### config.mk
export PLATFORM = sky130hd
export DESIGN_NAME = pfcba_csr
export DESIGN_NICKNAME = d
export VERILOG_FILES = /design/src/hdl/pfcba_pkg.sv /design/src/hdl/pfcba_csr.sv
export SDC_FILE = /design/constraint.sdc
export NUM_CORES = 1
export LEC_CHECK = 0
export BUFFER_PORTS_ARGS = -buffer_cell sky130_fd_sc_hd__buf_2
export CAP_MARGIN = 40
export CORE_UTILIZATION = 30
export DETAILED_ROUTE_END_ITERATION = 10
export REMOVE_ABC_BUFFERS = 1
export SLEW_MARGIN = 25
export SYNTH_ARGS = -nofsm -noshare
export SYNTH_HDL_FRONTEND = slang
export SYNTH_SLANG_ARGS = --single-unit
### constraint.sdc
create_clock -name clock -period 2.2 [get_ports clock]
set_input_delay 0.33 -clock clock [delete_from_list [all_inputs] [get_ports clock]]
set_output_delay 0.33 -clock clock [all_outputs]
set_load 0.005 [all_outputs]
### src/hdl/pfcba_pkg.sv
// Shared types and constants for the PFC ingress buffer admission unit.
// No dependencies; every other file in hdl/ refers to this package.
`timescale 1ns / 1ps
`default_nettype none

package pfcba_pkg;

   localparam int PORTS_DEF  = 32;
   localparam int QUEUES_DEF = 8;

   localparam int BYTES_W = 26;
   localparam int PKT_W   = 14;
   localparam int PORT_W  = 5;
   localparam int QUEUE_W = 3;
   localparam int FIXED_W = 29;
   localparam int THR_W   = 32;

   localparam int CSR_ADDR_W = 5;
   localparam int CSR_DATA_W = 32;

   typedef logic [BYTES_W-1:0]       cnt_type;
   typedef logic [BYTES_W:0]         wide_type;
   typedef logic [PKT_W-1:0]         pkt_type;
   typedef logic [FIXED_W-1:0]       fixed_type;
   typedef logic signed [THR_W-1:0]  thr_type;

   typedef enum logic [2:0] {
      REG_PFC_ENABLE    = 3'd0,
      REG_BUFFER_BYTES  = 3'd1,
      REG_RESERVE_BYTES = 3'd2,
      REG_RESUME_GAP    = 3'd3,
      REG_HEADROOM      = 3'd4,
      REG_ALPHA_SHIFT   = 3'd5,
      REG_ACTIVE_PORTS  = 3'd6
   } reg_index_type;

   localparam logic        RST_PFC_ENABLE   = 1'b1;
   localparam logic [25:0] RST_BUFFER_BYTES = 26'(12 * 1024 * 1024);
   localparam logic [19:0] RST_RESERVE      = 20'(4 * 1024);
   localparam logic [19:0] RST_RESUME_GAP   = 20'(3 * 1024);
   localparam logic [21:0] RST_HEADROOM     = 22'd0;
   localparam logic [3:0]  RST_ALPHA        = 4'd0;
   localparam logic [5:0]  RST_ACTIVE_PORTS = 6'd0;

   typedef struct packed {
      logic        pfc_enable;
      logic [25:0] buffer_bytes;
      logic [19:0] reserve_bytes;
      logic [19:0] resume_gap;
      logic [21:0] headroom_per_port;
      logic [3:0]  alpha_shift;
      logic [5:0]  active_ports;
   } cfg_type;

   typedef struct packed {
      logic    pause_flag;
      cnt_type headroom_used;
      cnt_type queue_bytes;
   } entry_type;

   typedef enum logic [2:0] {
      ST_CLEAR,
      ST_IDLE,
      ST_MUL,
      ST_THR0,
      ST_UPD,
      ST_THR1,
      ST_FIN
   } state_type;

endpackage

`default_nettype wire

### src/hdl/pfcba_csr.sv
// Configuration register file with APB-style access.
// Depends on pfcba_pkg for register indexes, reset values and cfg_type.
`timescale 1ns / 1ps
`default_nettype none

module pfcba_csr (
   input  wire logic                                clock,
   input  wire logic                                reset,
   input  wire logic                                csr_psel,
   input  wire logic                                csr_penable,
   input  wire logic                                csr_pwrite,
   input  wire logic [pfcba_pkg::CSR_ADDR_W-1:0]    csr_paddr,
   input  wire logic [pfcba_pkg::CSR_DATA_W-1:0]    csr_pwdata,
   output logic      [pfcba_pkg::CSR_DATA_W-1:0]    csr_prdata,
   output logic                                     csr_pready,
   output pfcba_pkg::cfg_type                       cfg
);

   pfcba_pkg::cfg_type       cfg_ff, cfg_in;
   pfcba_pkg::reg_index_type idx;
   logic                     wr;

   assign idx        = pfcba_pkg::reg_index_type'(csr_paddr[4:2]);
   assign wr         = csr_psel && csr_penable && csr_pwrite;
   assign csr_pready = 1'b1;
   assign cfg        = cfg_ff;

   always_comb begin
      cfg_in = cfg_ff;
      if (wr) begin
         unique case (idx)
            pfcba_pkg::REG_PFC_ENABLE:    cfg_in.pfc_enable        = csr_pwdata[0];
            pfcba_pkg::REG_BUFFER_BYTES:  cfg_in.buffer_bytes      = csr_pwdata[25:0];
            pfcba_pkg::REG_RESERVE_BYTES: cfg_in.reserve_bytes     = csr_pwdata[19:0];
            pfcba_pkg::REG_RESUME_GAP:    cfg_in.resume_gap        = csr_pwdata[19:0];
            pfcba_pkg::REG_HEADROOM:      cfg_in.headroom_per_port = csr_pwdata[21:0];
            pfcba_pkg::REG_ALPHA_SHIFT:   cfg_in.alpha_shift       = csr_pwdata[3:0];
            pfcba_pkg::REG_ACTIVE_PORTS:  cfg_in.active_ports      = csr_pwdata[5:0];
            default: ;
         endcase
      end
   end

   always_comb begin
      csr_prdata = '0;
      unique case (idx)
         pfcba_pkg::REG_PFC_ENABLE:    csr_prdata = 32'(cfg_ff.pfc_enable);
         pfcba_pkg::REG_BUFFER_BYTES:  csr_prdata = 32'(cfg_ff.buffer_bytes);
         pfcba_pkg::REG_RESERVE_BYTES: csr_prdata = 32'(cfg_ff.reserve_bytes);
         pfcba_pkg::REG_RESUME_GAP:    csr_prdata = 32'(cfg_ff.resume_gap);
         pfcba_pkg::REG_HEADROOM:      csr_prdata = 32'(cfg_ff.headroom_per_port);
         pfcba_pkg::REG_ALPHA_SHIFT:   csr_prdata = 32'(cfg_ff.alpha_shift);
         pfcba_pkg::REG_ACTIVE_PORTS:  csr_prdata = 32'(cfg_ff.active_ports);
         default:                      csr_prdata = '0;
      endcase
   end

   always_ff @(posedge clock) begin
      if (reset) begin
         cfg_ff.pfc_enable        <= pfcba_pkg::RST_PFC_ENABLE;
         cfg_ff.buffer_bytes      <= pfcba_pkg::RST_BUFFER_BYTES;
         cfg_ff.reserve_bytes     <= pfcba_pkg::RST_RESERVE;
         cfg_ff.resume_gap        <= pfcba_pkg::RST_RESUME_GAP;
         cfg_ff.headroom_per_port <= pfcba_pkg::RST_HEADROOM;
         cfg_ff.alpha_shift       <= pfcba_pkg::RST_ALPHA;
         cfg_ff.active_ports      <= pfcba_pkg::RST_ACTIVE_PORTS;
      end else begin
         cfg_ff <= cfg_in;
      end
   end

endmodule

`default_nettype wire

-- Word level (Yosys, flattened, before mapping)
Index checks and enable logic that the tools add are counted.
- register bits: 99
- bits of input ports: 42
- output and inout port bits: 132
- word-level logic and storage cells: 24
- equality and inequality tests: 6
- mux-type cells: 1
- reduce and logical (&&, ||, !) cells: 10
- operators by type and width (kind ; number):
    26-bit one-hot mux with 7 select lines ; 1
    2-bit AND reduction ; 7
    3-bit == test (second input constant) ; 3
    3-bit by 2-bit == test with 1-bit output (second input constant) ; 2
    3-bit by 1-bit == test with 1-bit output (second input constant) ; 1
    3-bit logical NOT ; 1
    1-bit logical AND ; 2

-- Logic depth before layout (Yosys ltp)
Gate-level depths: netlist (run 1).
- depth after elaboration: 3
- depth in mapped cells: 6
- depth with buffers taken out: 3

-- Worst setup path after synthesis (run 1)
OpenSTA, ideal clock, no wires.
- path kind: input -> output
- from: input csr_paddr[3] in the netlist's numbering
- to: output csr_prdata[0] in the netlist's numbering
- data arrival time: 1.258 ns
- data required time: 1.870 ns
- path slack: 0.612 ns
- stages on the path: 4
- path buffers: 2
- cells stage by stage: buf_4 buf_2 mux4_2 mux2_2
- longest elaborated chain between the ends: 2
- elaborated cells on any way between the ends: 8
- classes of those cells: eq/ne: 6; mux: 1; reduce/logical: 1
- ends and longest elaborated chain (item ; line ; text):
    start, declared ; pfcba_csr.sv:12 ; input wire logic [pfcba_pkg::CSR_ADDR_W-1:0] csr_paddr,
    3-bit == test (tied with other cells) ; pfcba_csr.sv:46 ; unique case (idx)
    26-bit one-hot mux with 7 select lines * ; pfcba_csr.sv:46 ;
    end, declared ; pfcba_csr.sv:14 ; output logic [pfcba_pkg::CSR_DATA_W-1:0] csr_prdata,
Every way passes the cells marked *; elsewhere a longest branch is shown, timed or not.

-- Worst setup path in the final report (run 1)
- from: input csr_paddr[3] in the netlist's numbering
- to: output csr_prdata[8] in the netlist's numbering
Same word-level chain as after synthesis.

==> flow_metrics.tcl, run 1 <==
set metrics [dict create \
    yosysWarningCount 0 \
    htree_levels 3 \
    final_layout_size_suffix_gt1_share_pct 34.64 \
    crit_top_cell "buf_2" \
    largest_reg_flops 99 \
    cts_setup_buffers 0 \
    cp_max_fo 8 \
    cts_tree "done" \
    drt-vias-per-instance 4.834 \
    fin_cells 880 \
    grt_first_pass_wirelength_um 22430 \
    critPathLaunch "csr_paddr[3]" \
    path_cells "buf_2, nor2b_2, buf_4, a22oi_1, o21ai_0, buf_2" \
    min_period_ns 1.953 \
    synth.area.top_cells "dfxtp_1, mux2i_1, nand2b_1" \
    vdd_drop_max_uv 357.0 \
    skew_ns 0 \
    drt-pass1-iter-count 5 \
    slew-limit-headroom_pct 61.72 \
    die_h_um 129.5 \
    final_common_cell "buf_2" \
    p_leak_uw 0.002964 \
    antenna_found_initial 0 \
    clk_pin_slew_ns 0.06 \
    synth-edff-count 0 \
    reg2reg_from "cfg[98]" \
    avgSynthCellArea_um2 9.500 \
    period_share_pct 88.78 \
    synthDominantCellAreaShare_pct 40.67 \
    rows 46 \
    r2r-end "cfg[98]" \
    rr_worst_depth 2 \
    ioPinCount 174 \
    cp_slowest_cell "nor2b_2" \
    synth-seq-cells 99 \
    ctsResizeCount 0 \
    fill_cells 1635 \
    yosysTopAreaCell "dfxtp_1" \
    vias 4254 \
    arrival_ns 1.62 \
    globalplace.congestion 0.7623 \
    final_nets 701 \
    cts_num_sinks 99 \
    die_w_um 129.5 \
    worst_slew_pin_slew_ns 0.5716 \
    crit_end "csr_prdata[8]" \
    drc 0 \
    ant_nets 0 \
    total_power_uw 3890 \
    drtIter0Drc 227 \
    rsz0062_at_grt "false" \
    grt.total_usage_pct 17.83 \
    clk_path_buf_depth 2 \
    powerDensity_nw_per_um2 626.5 \
    status "finished clean" \
    gr-total-overflow 0 \
    cts_root_buf "clkbuf_16" \
    clk_latency_ns 0.34 \
    whs_ns 0.2362 \
    ys_types 38 \
    syn_area_um2 4873 \
    post-place-cells 864 \
    routed_wl_um 14950 \
    fin_ws_ns 0.2468 \
    cp-start-kind "input port" \
    slew_viol_final 0 \
    layout_common_cells "buf_2, dfxtp_1, nand2b_1, mux2i_1, o21ai_0" \
    hold_viol 0 \
    synth_ff_type "dfxtp_1" \
    critPathMaxStageDelay_ns 0.51 \
    syn_inst 513 \
    ys_seq_area_share_pct 40.67 \
    fmax_ghz 0.5120 \
    end_kind "output pin" \
    syn2layout_area_growth_pct 27.42 \
    setup_violations 0 \
    start_util_pct 30.68 \
    io_buffers 158 \
    async_reset_ff_share_pct 0 \
    diodes 0 \
    wl_per_cell_um 16.99 \
    cts_buffers 9 \
    min_path_type "in2reg" \
    grt_pass1_vias 4034 \
    dpl.hpwl_um 10770 \
    reg2reg_slack_ns 1.33 \
    path_class "in2out" \
    place_ws_ns 0.2363 \
    core_um2 15890 \
    drv_cap 0 \
    hold_path_depth 3 \
    hold_buffers 0 \
    grt_max_degree 65 \
    worst_ep_required_time_ns 1.87 \
    die_area_um2 16760 \
]
-- power by group --
part	switching, uW	leakage, uW	total (uW)	internal [uW]
combinational	192	0.00201	333	141
clock	684	0.000159	1740	1060
sequential	10.8	0.000798	1820	1800
-- area by class of cell --
type	count	area, um^2	share of cell area (%)
multi-input cells	366	2625	42.27
flip-flops and latches	99	1982	31.92
repair buffers	183	1003	16.16
well taps	216	270.3	4.352
clock buffers	12	256.5	4.131
clock inverters	4	72.57	1.169
-- worst max-delay path, delay by kind of cell --
kind	cells	cell delay, ns
buffers and inverters	3	0.53
AOI/OAI and AO/OA	2	0.25
and+or+nand+nor	1	0.51
-- worst min-delay path by stage --
| stage | to | start | slack, ns |
|---|---|---|---|
| 3_3_place_gp | cfg[73] | cfg[73] | 0.47 |
| 3_5_place_dp | cfg[96] | cfg[96] | 0.47 |
| 2_1_floorplan | cfg[32] | reset | 0.40 |
| 6_report | cfg[96] | csr_pwdata[24] | 0.24 |
| 5_1_grt | cfg[40] | csr_pwdata[8] | 0.23 |
| 4_1_cts | cfg[96] | csr_pwdata[24] | 0.21 |
-- synthesized netlist by cell type (4+ instances only) --
master,instances
nand2b_1,96
clkbuf_1,21
o21ai_0,32
mux2_2,20
buf_6,5
a21oi_1,22
nor2b_1,5
buf_4,10
nor2_1,15
a221oi_1,5
nand2_1,16
dfxtp_1,99
nand3_1,20
a22oi_1,16
and3_1,4
buf_2,17
mux2i_1,84
-- kinds of logic after synthesis --
logic type	synth area share [%]
compound gates	10.55
flops	40.67
buf+inv	6.059
mux	22.34
other cells	0.1541
simple gates	20.23
-- stage by stage --
step                instance area, um^2  TNS (ns)  util [%]
floorplan                          4597   -0.1366         -
global placement                   5881         0     37.02
detailed placement                 5881         0     37.02
CTS                                6210         0     39.09
global route                       6210         0     39.09
finish                             6210         0     39.09
-- layer usage --
| layer | GRT usage, % | part of all wire (%) | up-vias |
|---|---|---|---|
| met5 | 0 | 0 | - |
| met4 | 4.993 | 1.0 | 0 |
| met3 | 4.046 | 5.0 | 13 |
| met2 | 31.56 | 50 | 136 |
| met1 | 21.58 | 44 | 2050 |
| li1 | - | - | 2055 |
(Power assumes the default switching activity.)
==> inputs of run 2 (changes only) <==
==> constraint.sdc (replaced) <==
create_clock -name clock -period 2.4 [get_ports clock]
set_input_delay 0.36 -clock clock [delete_from_list [all_inputs] [get_ports clock]]
set_output_delay 0.36 -clock clock [all_outputs]
set_load 0.005 [all_outputs]
==> flow_metrics.tcl, run 2 (synthesis results as in run 1) <==
set metrics [dict create \
    layout_common_cells "buf_2, dfxtp_1, nand2b_1, mux2i_1, o21ai_0" \
    routed_wl_um 15270 \
    final_layout_size_suffix_gt1_share_pct 33.94 \
    syn2layout_area_growth_pct 26.44 \
    path_class "in2out" \
    place_area_um2 5851 \
    htree_levels 3 \
    clk_latency_ns 0.34 \
    clk_pin_slew_ns 0.07 \
    die_h_um 129.5 \
    arrival_ns 1.71 \
    reg2reg_slack_ns 1.53 \
    drv_cap 0 \
    skew_ns 0 \
    hold_viol 0 \
    die_area_um2 16760 \
    cts_tree "done" \
    setup_violations 0 \
    whs_endpoint "cfg[36]" \
    globalplace.congestion 0.7449 \
    path_cells "buf_2, nor2b_2, buf_4, a22oi_1, o21ai_0, buf_2" \
    status "finished clean" \
    vdd_drop_max_uv 305.1 \
    cpLargestDelayFamily "buffers and inverters" \
    min_period_ns 2.067 \
    drtIter0Drc 207 \
    ioPinCount 174 \
    dpl.hpwl_um 10560 \
    vias 4249 \
    antenna_found_initial 0 \
    rows 46 \
    diodes 0 \
    crit_top_cell "buf_2" \
    multi_input_area_um2 2625 \
    powerDensity_nw_per_um2 569.5 \
    final_common_cell "buf_2" \
    clk_path_buf_depth 2 \
    cp_max_fo 9 \
    die_w_um 129.5 \
    start_util_pct 30.68 \
    worst_slew_pin_slew_ns 0.6570 \
    cp_slowest_cell "nor2b_2" \
    hold_path_depth 3 \
    largest_reg_flops 99 \
    period_share_pct 86.11 \
    hp-start "csr_pwdata[4]" \
    grt_first_pass_wirelength_um 23080 \
    drt-pass1-iter-count 5 \
    cts_setup_buffers 0 \
    fin_ws_ns 0.3334 \
    fmax_ghz 0.4839 \
    finalSetupTns_ns 0 \
    wl_per_cell_um 17.43 \
    grt.total_usage_pct 18.36 \
    gr-total-overflow 0 \
    min_path_type "in2reg" \
    hold_buffers 0 \
    critPathMaxStageDelay_ns 0.53 \
    final_nets 697 \
    seqCellArea_um2 1982 \
    reg2reg_from "cfg[98]" \
    rsz0062_at_grt "false" \
    io_buffers 158 \
    final_area_um2 6162 \
    slew_viol_final 0 \
    fill_cells 1621 \
    postLayoutCoreUtil_pct 38.79 \
    ant_nets 0 \
    grt_max_degree 107 \
    place_ws_ns 0.3273 \
    rr_worst_depth 2 \
    worst_ep_required_time_ns 2.04 \
    end_kind "output pin" \
    cts_num_sinks 99 \
    r2r-end "cfg[98]" \
    cts_root_buf "clkbuf_16" \
    slew-limit-headroom_pct 56.00 \
    p_leak_uw 0.002929 \
    core_um2 15890 \
    grt_pass1_vias 4139 \
    cp-start-kind "input port" \
    critPathBufInv 3 \
    drt-vias-per-instance 4.850 \
    ctsResizeCount 0 \
    drc 0 \
    cts_buffers 9 \
]
run 2: cell count changes in the layout (fill, tap and decap cells not counted), sizes merged:
cell / previous run / this run
buf: 183 / 179
clkinvlp: 1 / 2
clkinv: 1 / 0
run 2: final cells by class:
cell class	count	area share [%]
clock buffers	12	3.838
flip-flops and latches	99	32.16
multi-input cells	366	42.60
well taps	216	4.386
repair buffers	179	15.80
clock inverters	4	1.218
run 2: worst max path at each step:
stage / slack (ns) / from / depth (start not counted) / end
finish: 0.33 / csr_paddr[2] / 6 / csr_prdata[12]
global route: 0.26 / csr_paddr[3] / 7 / csr_prdata[6]
CTS: 0.33 / csr_paddr[2] / 6 / csr_prdata[12]
detailed placement: 0.33 / csr_paddr[3] / 6 / cfg[69]
global placement: 0.35 / csr_paddr[2] / 6 / csr_prdata[18]
floorplan: 0.16 / csr_pwrite / 3 / cfg[72]
run 2: worst min-delay path: stages:
cell and delay, ns:
buf_2 0.10, nand3_1 0.06, a21oi_1 0.05
run 2: report_power, final:
group / leakage, uW / internal [uW] / switching, uW
Sequential: 0.000798 / 1650 / 9.69
Combinational: 0.00199 / 124 / 177
Clock: 0.000143 / 915 / 629
Total: 0.00293 / 2690 / 815
run 2: through the flow:
step / hold slack, ns / cells / power, uW
4_1_cts: 0.2494 / 876 / 3552
5_1_grt: 0.2661 / 876 / 3636
3_5_place_dp: 0.4759 / 860 / 2002
6_report: 0.2668 / 876 / 3509
2_1_floorplan: 0.4291 / 465 / 1820
3_3_place_gp: 0.4690 / 860 / 1995
run 2: per-layer routing:
metal | wire length [um] | track usage [%] | part of all wire (%)
met5 | 0 | 0 | 0
met4 | 252 | 6.908 | 1.7
met3 | 766 | 3.592 | 5.0
met2 | 7593 | 32.51 | 50
met1 | 6653 | 21.93 | 44
