[src/hdl/pfcba_pkg.sv]
// Shared types and constants for the PFC ingress buffer admission unit.
// No dependencies; every other file in hdl/ refers to this package.
`timescale 1ns / 1ps
`default_nettype none

package pfcba_pkg;

   localparam int PORTS_DEF  = 32;
   localparam int QUEUES_DEF = 8;

   localparam int BYTES_W = 26;
   localparam int PKT_W   = 14;
   localparam int PORT_W  = 5;
   localparam int QUEUE_W = 3;
   localparam int FIXED_W = 29;
   localparam int THR_W   = 32;

   localparam int CSR_ADDR_W = 5;
   localparam int CSR_DATA_W = 32;

   typedef logic [BYTES_W-1:0]       cnt_type;
   typedef logic [BYTES_W:0]         wide_type;
   typedef logic [PKT_W-1:0]         pkt_type;
   typedef logic [FIXED_W-1:0]       fixed_type;
   typedef logic signed [THR_W-1:0]  thr_type;

   typedef enum logic [2:0] {
      REG_PFC_ENABLE    = 3'd0,
      REG_BUFFER_BYTES  = 3'd1,
      REG_RESERVE_BYTES = 3'd2,
      REG_RESUME_GAP    = 3'd3,
      REG_HEADROOM      = 3'd4,
      REG_ALPHA_SHIFT   = 3'd5,
      REG_ACTIVE_PORTS  = 3'd6
   } reg_index_type;

   localparam logic        RST_PFC_ENABLE   = 1'b1;
   localparam logic [25:0] RST_BUFFER_BYTES = 26'(12 * 1024 * 1024);
   localparam logic [19:0] RST_RESERVE      = 20'(4 * 1024);
   localparam logic [19:0] RST_RESUME_GAP   = 20'(3 * 1024);
   localparam logic [21:0] RST_HEADROOM     = 22'd0;
   localparam logic [3:0]  RST_ALPHA        = 4'd0;
   localparam logic [5:0]  RST_ACTIVE_PORTS = 6'd0;

   typedef struct packed {
      logic        pfc_enable;
      logic [25:0] buffer_bytes;
      logic [19:0] reserve_bytes;
      logic [19:0] resume_gap;
      logic [21:0] headroom_per_port;
      logic [3:0]  alpha_shift;
      logic [5:0]  active_ports;
   } cfg_type;

   typedef struct packed {
      logic    pause_flag;
      cnt_type headroom_used;
      cnt_type queue_bytes;
   } entry_type;

   typedef enum logic [2:0] {
      ST_CLEAR,
      ST_IDLE,
      ST_MUL,
      ST_THR0,
      ST_UPD,
      ST_THR1,
      ST_FIN
   } state_type;

endpackage

`default_nettype wire

[src/hdl/pfcba_engine.sv]
// Admission sequencer: read-modify-write of one queue entry per transaction,
// thresholds, pause/resume decisions and the result register.
// Depends on pfcba_pkg; drives the ports of pfcba_entry_ram.
`timescale 1ns / 1ps
`default_nettype none

module pfcba_engine #(
   parameter  int PORTS   = pfcba_pkg::PORTS_DEF,
   parameter  int QUEUES  = pfcba_pkg::QUEUES_DEF,
   localparam int ENTRIES = PORTS * QUEUES,
   localparam int IDX_W   = (ENTRIES > 1) ? $clog2(ENTRIES) : 1
) (
   input  wire logic                              clock,
   input  wire logic                              reset,
   input  pfcba_pkg::cfg_type                     cfg,
   input  wire logic                              req_valid,
   output logic                                   req_ready,
   input  wire logic                              req_op,
   input  wire logic [pfcba_pkg::PORT_W-1:0]      req_port,
   input  wire logic [pfcba_pkg::QUEUE_W-1:0]     req_queue,
   input  pfcba_pkg::pkt_type                     req_bytes,
   output logic                                   rsp_valid,
   input  wire logic                              rsp_ready,
   output logic                                   rsp_admitted,
   output logic                                   rsp_pause,
   output logic                                   rsp_resume,
   output pfcba_pkg::cnt_type                     rsp_shared,
   output logic                                   ram_we,
   output logic [IDX_W-1:0]                       ram_waddr,
   output pfcba_pkg::entry_type                   ram_wdata,
   output logic                                   ram_re,
   output logic [IDX_W-1:0]                       ram_raddr,
   input  pfcba_pkg::entry_type                   ram_rdata
);

   typedef pfcba_pkg::cnt_type   count_type;
   typedef pfcba_pkg::wide_type  wcount_type;
   typedef pfcba_pkg::pkt_type   len_type;
   typedef pfcba_pkg::fixed_type charge_type;
   typedef pfcba_pkg::thr_type   sthr_type;

   function automatic count_type sat(input wcount_type v);
      return v[pfcba_pkg::BYTES_W] ? '1 : v[pfcba_pkg::BYTES_W-1:0];
   endfunction

   // free shared space, floor-shifted by alpha
   function automatic sthr_type dyn_thresh(input count_type total, input charge_type fixed,
                                           input count_type used, input logic [3:0] sh);
      sthr_type base;
      base = sthr_type'(total) - sthr_type'(fixed) - sthr_type'(used);
      return base >>> sh;
   endfunction

   pfcba_pkg::state_type state_ff, state_in;
   logic [IDX_W-1:0]     clr_ff, clr_in;

   logic             op_ff, in_range_ff;
   logic [IDX_W-1:0] idx_ff;
   len_type          ps_ff;
   count_type        shared_ff;

   charge_type fixed_ff;
   wcount_type nb_ff, hsum_ff, excess_ff;
   logic       over_hdrm_ff, plain_over_ff, over_buf_ff;
   len_type    from_h_ff, rest_ff, from_s_ff, add_ff;
   count_type  sh_cur_ff;
   sthr_type   thr0_ff, thr1_ff;
   count_type  q_n_ff, h_n_ff, shq_ff;
   logic       adm_ff;

   count_type  q_n, h_n, s_n;
   logic       adm;
   sthr_type   base0;
   len_type    from_h;
   logic       pause_now, resume_now, fin_go;

   logic       rsp_valid_ff;
   logic       rsp_adm_ff, rsp_pause_ff, rsp_resume_ff;
   count_type  rsp_shared_ff;

   count_type  q, h;
   logic       p;
   count_type  res;

   assign q   = ram_rdata.queue_bytes;
   assign h   = ram_rdata.headroom_used;
   assign p   = ram_rdata.pause_flag;
   assign res = count_type'(cfg.reserve_bytes);

   assign fin_go = (state_ff == pfcba_pkg::ST_FIN) && (!rsp_valid_ff || rsp_ready);

   // sequencer
   always_comb begin
      state_in  = state_ff;
      clr_in    = clr_ff;
      req_ready = 1'b0;
      unique case (state_ff)
         pfcba_pkg::ST_CLEAR: begin
            clr_in = clr_ff + 1'b1;
            if (clr_ff == IDX_W'(ENTRIES - 1)) begin
               state_in = pfcba_pkg::ST_IDLE;
            end
         end
         pfcba_pkg::ST_IDLE: begin
            req_ready = 1'b1;
            if (req_valid) begin
               state_in = pfcba_pkg::ST_MUL;
            end
         end
         pfcba_pkg::ST_MUL:  state_in = pfcba_pkg::ST_THR0;
         pfcba_pkg::ST_THR0: state_in = pfcba_pkg::ST_UPD;
         pfcba_pkg::ST_UPD:  state_in = pfcba_pkg::ST_THR1;
         pfcba_pkg::ST_THR1: state_in = pfcba_pkg::ST_FIN;
         pfcba_pkg::ST_FIN: begin
            if (fin_go) begin
               state_in = pfcba_pkg::ST_IDLE;
            end
         end
         default: state_in = pfcba_pkg::ST_CLEAR;
      endcase
   end

   always_ff @(posedge clock) begin
      if (reset) begin
         state_ff <= pfcba_pkg::ST_CLEAR;
         clr_ff   <= '0;
      end else begin
         state_ff <= state_in;
         clr_ff   <= clr_in;
      end
   end

   // memory port
   assign ram_re    = req_ready && req_valid;
   assign ram_raddr = IDX_W'(int'(req_port) * QUEUES + int'(req_queue));
   assign ram_we    = (state_ff == pfcba_pkg::ST_CLEAR) || (fin_go && in_range_ff);
   assign ram_waddr = (state_ff == pfcba_pkg::ST_CLEAR) ? clr_ff : idx_ff;

   always_comb begin
      ram_wdata = '0;
      if (state_ff != pfcba_pkg::ST_CLEAR) begin
         ram_wdata.queue_bytes   = q_n_ff;
         ram_wdata.headroom_used = h_n_ff;
         ram_wdata.pause_flag    = pause_now ? 1'b1 : (resume_now ? 1'b0 : p);
      end
   end

   // capture
   always_ff @(posedge clock) begin
      if (ram_re) begin
         op_ff       <= req_op;
         in_range_ff <= (int'(req_port) < PORTS) && (int'(req_queue) < QUEUES);
         idx_ff      <= ram_raddr;
         ps_ff       <= req_bytes;
      end
   end

   // entry data arrives
   assign from_h = (h < count_type'(ps_ff)) ? h[pfcba_pkg::PKT_W-1:0] : ps_ff;

   always_ff @(posedge clock) begin
      if (state_ff == pfcba_pkg::ST_MUL) begin
         fixed_ff      <= charge_type'(cfg.active_ports) * charge_type'(cfg.headroom_per_port)
                        + charge_type'(cfg.active_ports) * charge_type'(cfg.reserve_bytes);
         nb_ff         <= wcount_type'(q) + wcount_type'(ps_ff);
         hsum_ff       <= wcount_type'(h) + wcount_type'(ps_ff);
         over_hdrm_ff  <= (wcount_type'(h) + wcount_type'(ps_ff))
                          > wcount_type'(cfg.headroom_per_port);
         plain_over_ff <= (wcount_type'(shared_ff) + wcount_type'(ps_ff))
                          > wcount_type'(cfg.buffer_bytes);
         from_h_ff     <= from_h;
         rest_ff       <= ps_ff - from_h;
         sh_cur_ff     <= (q > res) ? q - res : '0;
      end
   end

   assign base0 = dyn_thresh(cfg.buffer_bytes, fixed_ff, shared_ff, 4'd0);

   always_ff @(posedge clock) begin
      if (state_ff == pfcba_pkg::ST_THR0) begin
         thr0_ff     <= base0 >>> cfg.alpha_shift;
         over_buf_ff <= base0 < sthr_type'(ps_ff);
         from_s_ff   <= (count_type'(rest_ff) < sh_cur_ff) ? rest_ff
                                                           : sh_cur_ff[pfcba_pkg::PKT_W-1:0];
         excess_ff   <= nb_ff - wcount_type'(cfg.reserve_bytes);
         add_ff      <= ((nb_ff - wcount_type'(cfg.reserve_bytes)) < wcount_type'(ps_ff))
                        ? nb_ff[pfcba_pkg::PKT_W-1:0] - len_type'(cfg.reserve_bytes) : ps_ff;
      end
   end

   // counter update
   always_comb begin
      q_n = q;
      h_n = h;
      s_n = shared_ff;
      adm = op_ff;
      if (in_range_ff) begin
         if (!op_ff) begin
            if (cfg.pfc_enable) begin
               adm = !(over_hdrm_ff && over_buf_ff);
               if (adm) begin
                  if (nb_ff <= wcount_type'(cfg.reserve_bytes)) begin
                     q_n = nb_ff[pfcba_pkg::BYTES_W-1:0];
                  end else if (sthr_type'(excess_ff) > thr0_ff) begin
                     h_n = sat(hsum_ff);
                  end else begin
                     q_n = sat(nb_ff);
                     s_n = sat(wcount_type'(shared_ff) + wcount_type'(add_ff));
                  end
               end
            end else begin
               adm = !plain_over_ff;
               if (adm) begin
                  q_n = sat(nb_ff);
                  s_n = sat(wcount_type'(shared_ff) + wcount_type'(ps_ff));
               end
            end
         end else begin
            if (cfg.pfc_enable) begin
               h_n = h - count_type'(from_h_ff);
               q_n = (q > count_type'(rest_ff)) ? q - count_type'(rest_ff) : '0;
               s_n = (shared_ff > count_type'(from_s_ff))
                     ? shared_ff - count_type'(from_s_ff) : '0;
            end else begin
               q_n = (q > count_type'(ps_ff)) ? q - count_type'(ps_ff) : '0;
               s_n = (shared_ff > count_type'(ps_ff)) ? shared_ff - count_type'(ps_ff) : '0;
            end
         end
      end
   end

   always_ff @(posedge clock) begin
      if (state_ff == pfcba_pkg::ST_UPD) begin
         q_n_ff <= q_n;
         h_n_ff <= h_n;
         adm_ff <= adm;
      end
   end

   always_ff @(posedge clock) begin
      if (reset) begin
         shared_ff <= '0;
      end else if (state_ff == pfcba_pkg::ST_UPD) begin
         shared_ff <= s_n;
      end
   end

   // threshold after the update
   always_ff @(posedge clock) begin
      if (state_ff == pfcba_pkg::ST_THR1) begin
         thr1_ff <= dyn_thresh(cfg.buffer_bytes, fixed_ff, shared_ff, cfg.alpha_shift);
         shq_ff  <= (q_n_ff > res) ? q_n_ff - res : '0;
      end
   end

   assign pause_now  = in_range_ff && !op_ff && cfg.pfc_enable && adm_ff && !p
                       && ((h_n_ff != '0) || (sthr_type'(shq_ff) >= thr1_ff));
   assign resume_now = in_range_ff && op_ff && p && (h_n_ff == '0)
                       && ((shq_ff == '0)
                           || (sthr_type'(wcount_type'(shq_ff) + wcount_type'(cfg.resume_gap))
                               <= thr1_ff));

   // result register
   always_ff @(posedge clock) begin
      if (reset) begin
         rsp_valid_ff <= 1'b0;
      end else if (fin_go) begin
         rsp_valid_ff <= 1'b1;
      end else if (rsp_ready) begin
         rsp_valid_ff <= 1'b0;
      end
   end

   always_ff @(posedge clock) begin
      if (fin_go) begin
         rsp_adm_ff    <= adm_ff;
         rsp_pause_ff  <= pause_now;
         rsp_resume_ff <= resume_now;
         rsp_shared_ff <= shared_ff;
      end
   end

   assign rsp_valid    = rsp_valid_ff;
   assign rsp_admitted = rsp_adm_ff;
   assign rsp_pause    = rsp_pause_ff;
   assign rsp_resume   = rsp_resume_ff;
   assign rsp_shared   = rsp_shared_ff;

endmodule

`default_nettype wire

[config.mk]
export PLATFORM = sky130hd
export DESIGN_NAME = pfcba_engine
export DESIGN_NICKNAME = d
export VERILOG_FILES = /design/src/hdl/pfcba_pkg.sv /design/src/hdl/pfcba_engine.sv
export SDC_FILE = /design/constraint.sdc
export NUM_CORES = 2
export LEC_CHECK = 0
export ABC_AREA = 0
export BUFFER_PORTS_ARGS = -buffer_cell sky130_fd_sc_hd__buf_2
export CAP_MARGIN = 20
export CORE_ASPECT_RATIO = 0.9
export CORE_UTILIZATION = 30
export DETAILED_ROUTE_END_ITERATION = 8
export SETUP_SLACK_MARGIN = 0.3
export SLEW_MARGIN = 0
export SYNTH_ARGS = -nofsm -noshare
export SYNTH_HDL_FRONTEND = slang
export SYNTH_SLANG_ARGS = --single-unit
[constraint.sdc]
create_clock -name clock -period 22.4 [get_ports clock]
set_input_delay 4.48 -clock clock [delete_from_list [all_inputs] [get_ports clock]]
set_output_delay 4.48 -clock clock [all_outputs]
set_load 0.01 [all_outputs]
# ---- Yosys cells after proc, flatten, opt, wreduce, memory -nomap -nowiden
# Index checks and enable logic that the tools add are counted.
# W data, S select, Z words.
dict set report classes {
  n_addsub 20
  n_mul 2
  magnitude_cmp 16
  n_eq_ne 14
  n_shift 1
  mux 43
  reduce_logical 27
}
# operator count
set op_table {}
lappend op_table {{$mux W26} 28}
lappend op_table {{$sub A26 B14 Y26} 5}
lappend op_table {{$add A26 B14 Y27} 4}
lappend op_table {{$gt A26 B14 Y1} 4}
lappend op_table {{$mux W53} 1}
lappend op_table {{$gt A26 B20 Y1} 2}
lappend op_table {{$logic_not A26 Y1} 2}
lappend op_table {{$sub A26 B20 Y26} 2}
lappend op_table {{$mux W14} 3}
lappend op_table {{$ge A27 B32 Y1} 1}
lappend op_table {{$gt A28 B32 Y1} 1}
lappend op_table {{$le A28 B32 Y1} 1}
lappend op_table {{$sshr A31 B4 Y32} 1}
lappend op_table {{$lt A31 B15 Y1} 1}
lappend op_table {{$sub A30 B27 Y31} 1}
lappend op_table {{$sub A26 B29 Y30} 1}
lappend op_table {{$add A28 B26 Y29} 1}
lappend op_table {{$mul A6 B22 Y28} 1}
lappend op_table {{$sub A14 B14 Y14} 2}
lappend op_table {{$add A26 B20 Y27} 1}
lappend op_table {{$gt A27 B22 Y1} 1}
lappend op_table {{$gt A27 B26 Y1} 1}
lappend op_table {{$le A27 B20 Y1} 1}
lappend op_table {{$lt A27 B14 Y1} 1}
lappend op_table {{other kinds (25)} 56}
dict set report totals {
  ff_bits 428
  in_bits 179
  out_inout_bits 102
  elab_cells 152
}

# ---- Depth between registers and ports, before layout
dict set report logic_depth {
  word_depth 7
  mapped_depth 27
  mapped_depth_nobuf 26
}

# ---- Worst setup path before layout
# No wires, ideal clock.
dict set report synth_path {
  path_kind {input to output}
  start {input port cfg[32] (netlist bit)}
  end {output port ram_wdata[52] (netlist bit)}
  t_arrival_ns 8.242
  t_required_ns 17.920
  setup_slack_ns 9.678
  path_stages 20
  n_path_buf 0
  path_cell_list {ha_1 -> inv_1 -> fa_1 -> nor2b_1 -> o21ai_1 -> a21boi_1 -> o21ai_1 -> a311oi_1 -> a31oi_1 -> a21oi_1 -> a221o_1 -> o21a_1 -> or2_1 -> xor2_1 -> ha_1 -> nand4_1 -> or3_1 -> o311ai_0 -> nand3_1 -> a21oi_1}
}
# element line
set synth_rtl {}
lappend synth_rtl {{start: declaration} pfcba_engine.sv:15} ;# input pfcba_pkg::cfg_type cfg,
lappend synth_rtl {{end: declaration} pfcba_engine.sv:30} ;# output pfcba_pkg::entry_type ram_wdata,

==> metrics.txt <==
fillers 15500; Critical Path RT 17.92 ns; post-synthesis net count 6016; EDFF count, synth 388; 1st-iter DRT viols 3790; first-pass GRT wire length 250 mm; H-Tree Depth 2; Rel. slew slack 0.232; Worst Tran Pin Value 1.15 ns; fraction of layout cells with a size suffix above 1 0.0881; initial antenna violation count 35; Detail Route Antenna Nets 0; max-slew violations 0; RSZ-0062 raised after global routing false; Clock transition at path regs 0.06 ns; hold path cells 2; final hold viol count 0; setup violators final 0; gpl congestion 0.953; # Post-CTS Setup Buffers 0; Worst Hold Class flop to flop; largest area contributor in the netlist edfxtp_1; mapped cell area 0.0455 sq mm; Fin Clk Skew 0.0460 ns; flops & latches, synth 426; Rows 135; WL/cell 23.4 microns; via count 40000; crit start category input pin; area grow syn2layout 11.7%; ys flop type edfxtp_1; worst path arrival time 9.37 ns; main area contributors after synthesis edfxtp_1 26%, ha_1 14%, fa_1 9.4%; worst vdd ir 0.000131 V; die width 413 microns; Worst Path Max Fanout 4; largest net degree at the start of global routing 62; hpwl dp 136 mm; register area share after synthesis 0.273; Synth cell types 93; status completed; vias in the first global route 38200; Final Cycle Share 0.618; Worst Setup SP cfg[32]; register-to-register setup slack 15.57 ns; Hold Buf Count CTS 0; IO buf count 280; Yosys warning total 0; Leak 22.0 nW; Tot GR Track Use 0.218; grt ovf 0; asr flop ratio synth 0; Clock Tree Root clkbuf_16; Via-to-Cell Ratio 5.45; initial core utilization 0.302; Die H 372 microns; placed cells 7229; crit end category output port; TritonCTS clock tree done; Max Buffers Root-to-Sink 3; non-filler cells, final 7342; syn avg cell area 8.91 sq um; DR pass1 iterations 6; CTS resizes 0; final net count 6200; Register-to-Register Path Depth 23; f_max 72.2 MHz; total wire length 171 mm; Critical R2R Launch fixed_ff[0]$_DFFE_PN_; drc violations 0; critical path type input pin to output port; Synth top area share 0.256; post-synthesis instance total 5111; number of buffers created by CTS 50; core area 0.151 sq mm; worst skew pair latency 0.68 ns; reg2reg end thr1_ff[19]$_DFFE_PP_; setup TNS 0 ns; max cap viols 0; io pins 281; Period minus WS final 13.85 ns; die area 0.153 sq mm; pwr/cell area 69.9 mW/mm^2; Sink Count 426; Setup crit end ram_wdata[52]
==> power breakdown <==
part           switching (mW)  total [mW]  leakage [nW]  internal [mW]
registers            0.000583       0.943          3.78          0.942
clock network           0.380       0.910         0.855          0.531
logic                    1.04        1.70          17.3          0.665
total                    1.42        3.55          22.0           2.14
==> Yosys cell counts, drive strengths merged (42+ instances only) <==
cell type / count
a21oi: 313
nand2: 420
nand3: 105
nand4: 59
nor2b: 58
nor2: 358
ha: 512
o21ai: 212
o221ai: 42
a21o: 124
xnor2: 199
mux2i: 51
o21a: 75
and2: 174
inv: 587
nand2b: 61
fa: 214
nor4: 44
o22ai: 65
or3: 48
nor3: 126
clkbuf: 157
edfxtp: 388
xor2: 101
a211oi: 61
==> worst max-delay path, cell delays in order <==
cell      delay (ns)
buf_2           0.11
ha_1            0.20
inv_1           0.07
fa_1            0.20
nor2b_1         0.06
o21ai_1         0.16
a21boi_1        0.11
o21ai_1         0.30
a311oi_1        0.21
a31oi_1         0.34
a21oi_1         0.19
a221o_1         0.35
o21a_1          0.21
or2_1           0.25
xor2_1          0.15
ha_1            0.30
nand4_1         0.13
or3_1           0.40
o311ai_0        0.47
nand3_1         0.24
a21oi_1         0.26
buf_2           0.17
==> cell usage in the layout (no fill, tap or decap), types with 42 or more instances in the layout <==
| cell | Yosys | routed |
|---|---|---|
| clkbuf_16 | 0 | 50 |
| nand4_1 | 59 | 59 |
| or3_1 | 48 | 47 |
| fa_1 | 214 | 214 |
| nand3_1 | 105 | 105 |
| xnor2_1 | 199 | 199 |
| ha_1 | 512 | 512 |
| xor2_1 | 101 | 101 |
| a21o_1 | 124 | 124 |
| o221ai_1 | 42 | 42 |
| nand2_1 | 420 | 420 |
| o22ai_1 | 65 | 65 |
| a211oi_1 | 61 | 61 |
| buf_2 | 3 | 280 |
| edfxtp_1 | 388 | 388 |
| nor4_1 | 44 | 44 |
| and2_1 | 173 | 172 |
| mux2i_1 | 51 | 51 |
| a21oi_1 | 313 | 312 |
| o21ai_1 | 81 | 81 |
| nor2_1 | 358 | 356 |
| nand2b_1 | 61 | 61 |
| nor3_1 | 126 | 124 |
| o21ai_0 | 130 | 130 |
| inv_1 | 580 | 580 |
| o21a_1 | 75 | 75 |
| nor2b_1 | 58 | 58 |
==> registers in the layout (all words and copies together), names as in the netlist, 3 cells and up <==
register and count:
thr0_ff 31, thr1_ff 31, fixed_ff 29, excess_ff 27, hsum_ff 27, nb_ff 27, h_n_ff 26, q_n_ff 26
rsp_shared 26, sh_cur_ff 26, shared_ff 26, shq_ff 26, add_ff 14, from_h_ff 14, from_s_ff 14, ps_ff 14
rest_ff 14, clr_ff 8, idx_ff 8, state_ff 3
==> final cells by class <==
class / count / area (sq um) / area share
sequential: 426 / 12400 / 0.244
inverter: 592 / 2220 / 0.0437
antenna: 19 / 47.5 / 0.000935
multi-input combinational: 3908 / 30200 / 0.594
clock buffer: 56 / 1270 / 0.0250
tap: 1986 / 2480 / 0.0489
clock inverter: 38 / 517 / 0.0102
timing repair buffer: 317 / 1680 / 0.0330
==> metrics by stage <==
step / setup WS [ns] / total power [mW] / util / hold slack [ns] / area [sq um]
3_5_place_dp: 8.59 / 2.63 / 0.326 / 0.496 / 49000
5_1_grt: 8.14 / 3.79 / 0.338 / 0.541 / 50800
2_1_floorplan: 9.68 / 2.14 / - / 0.406 / 45500
4_1_cts: 8.55 / 3.55 / 0.338 / 0.507 / 50800
3_3_place_gp: 8.66 / 2.62 / 0.326 / 0.485 / 49000
6_report: 8.55 / 3.55 / 0.338 / 0.512 / 50900
==> worst min-delay path by stage <==
stage                                     from                       end  slack [ns]
floorplan           shared_ff[16]$_SDFFE_PP0P_  rsp_shared[16]$_DFFE_PP_        0.41
global placement        clr_ff[1]$_SDFFE_PP0P_    clr_ff[1]$_SDFFE_PP0P_        0.48
detailed placement      clr_ff[1]$_SDFFE_PP0P_    clr_ff[1]$_SDFFE_PP0P_        0.50
CTS                     clr_ff[1]$_SDFFE_PP0P_    clr_ff[1]$_SDFFE_PP0P_        0.51
global route            clr_ff[1]$_SDFFE_PP0P_    clr_ff[1]$_SDFFE_PP0P_        0.54
finish                  clr_ff[1]$_SDFFE_PP0P_    clr_ff[1]$_SDFFE_PP0P_        0.51
==> cell families after synthesis <==
| logic type | share of synthesized area |
|---|---|
| xor+xnor | 0.0577 |
| flops | 0.273 |
| simple gates | 0.168 |
| mux | 0.0211 |
| buf+inv | 0.0651 |
| compound gates | 0.180 |
| fa+ha+maj | 0.235 |
==> per-layer routing <==
metal | wire length [microns] | part of all wire | track usage
met2 | 76500 | 0.45 | 0.345
met5 | 126 | 0.00073 | 0
met4 | 6990 | 0.041 | 0.0886
met1 | 75700 | 0.44 | 0.298
met3 | 12100 | 0.070 | 0.0304
No activity file was read; power rests on OpenSTA's default activity.
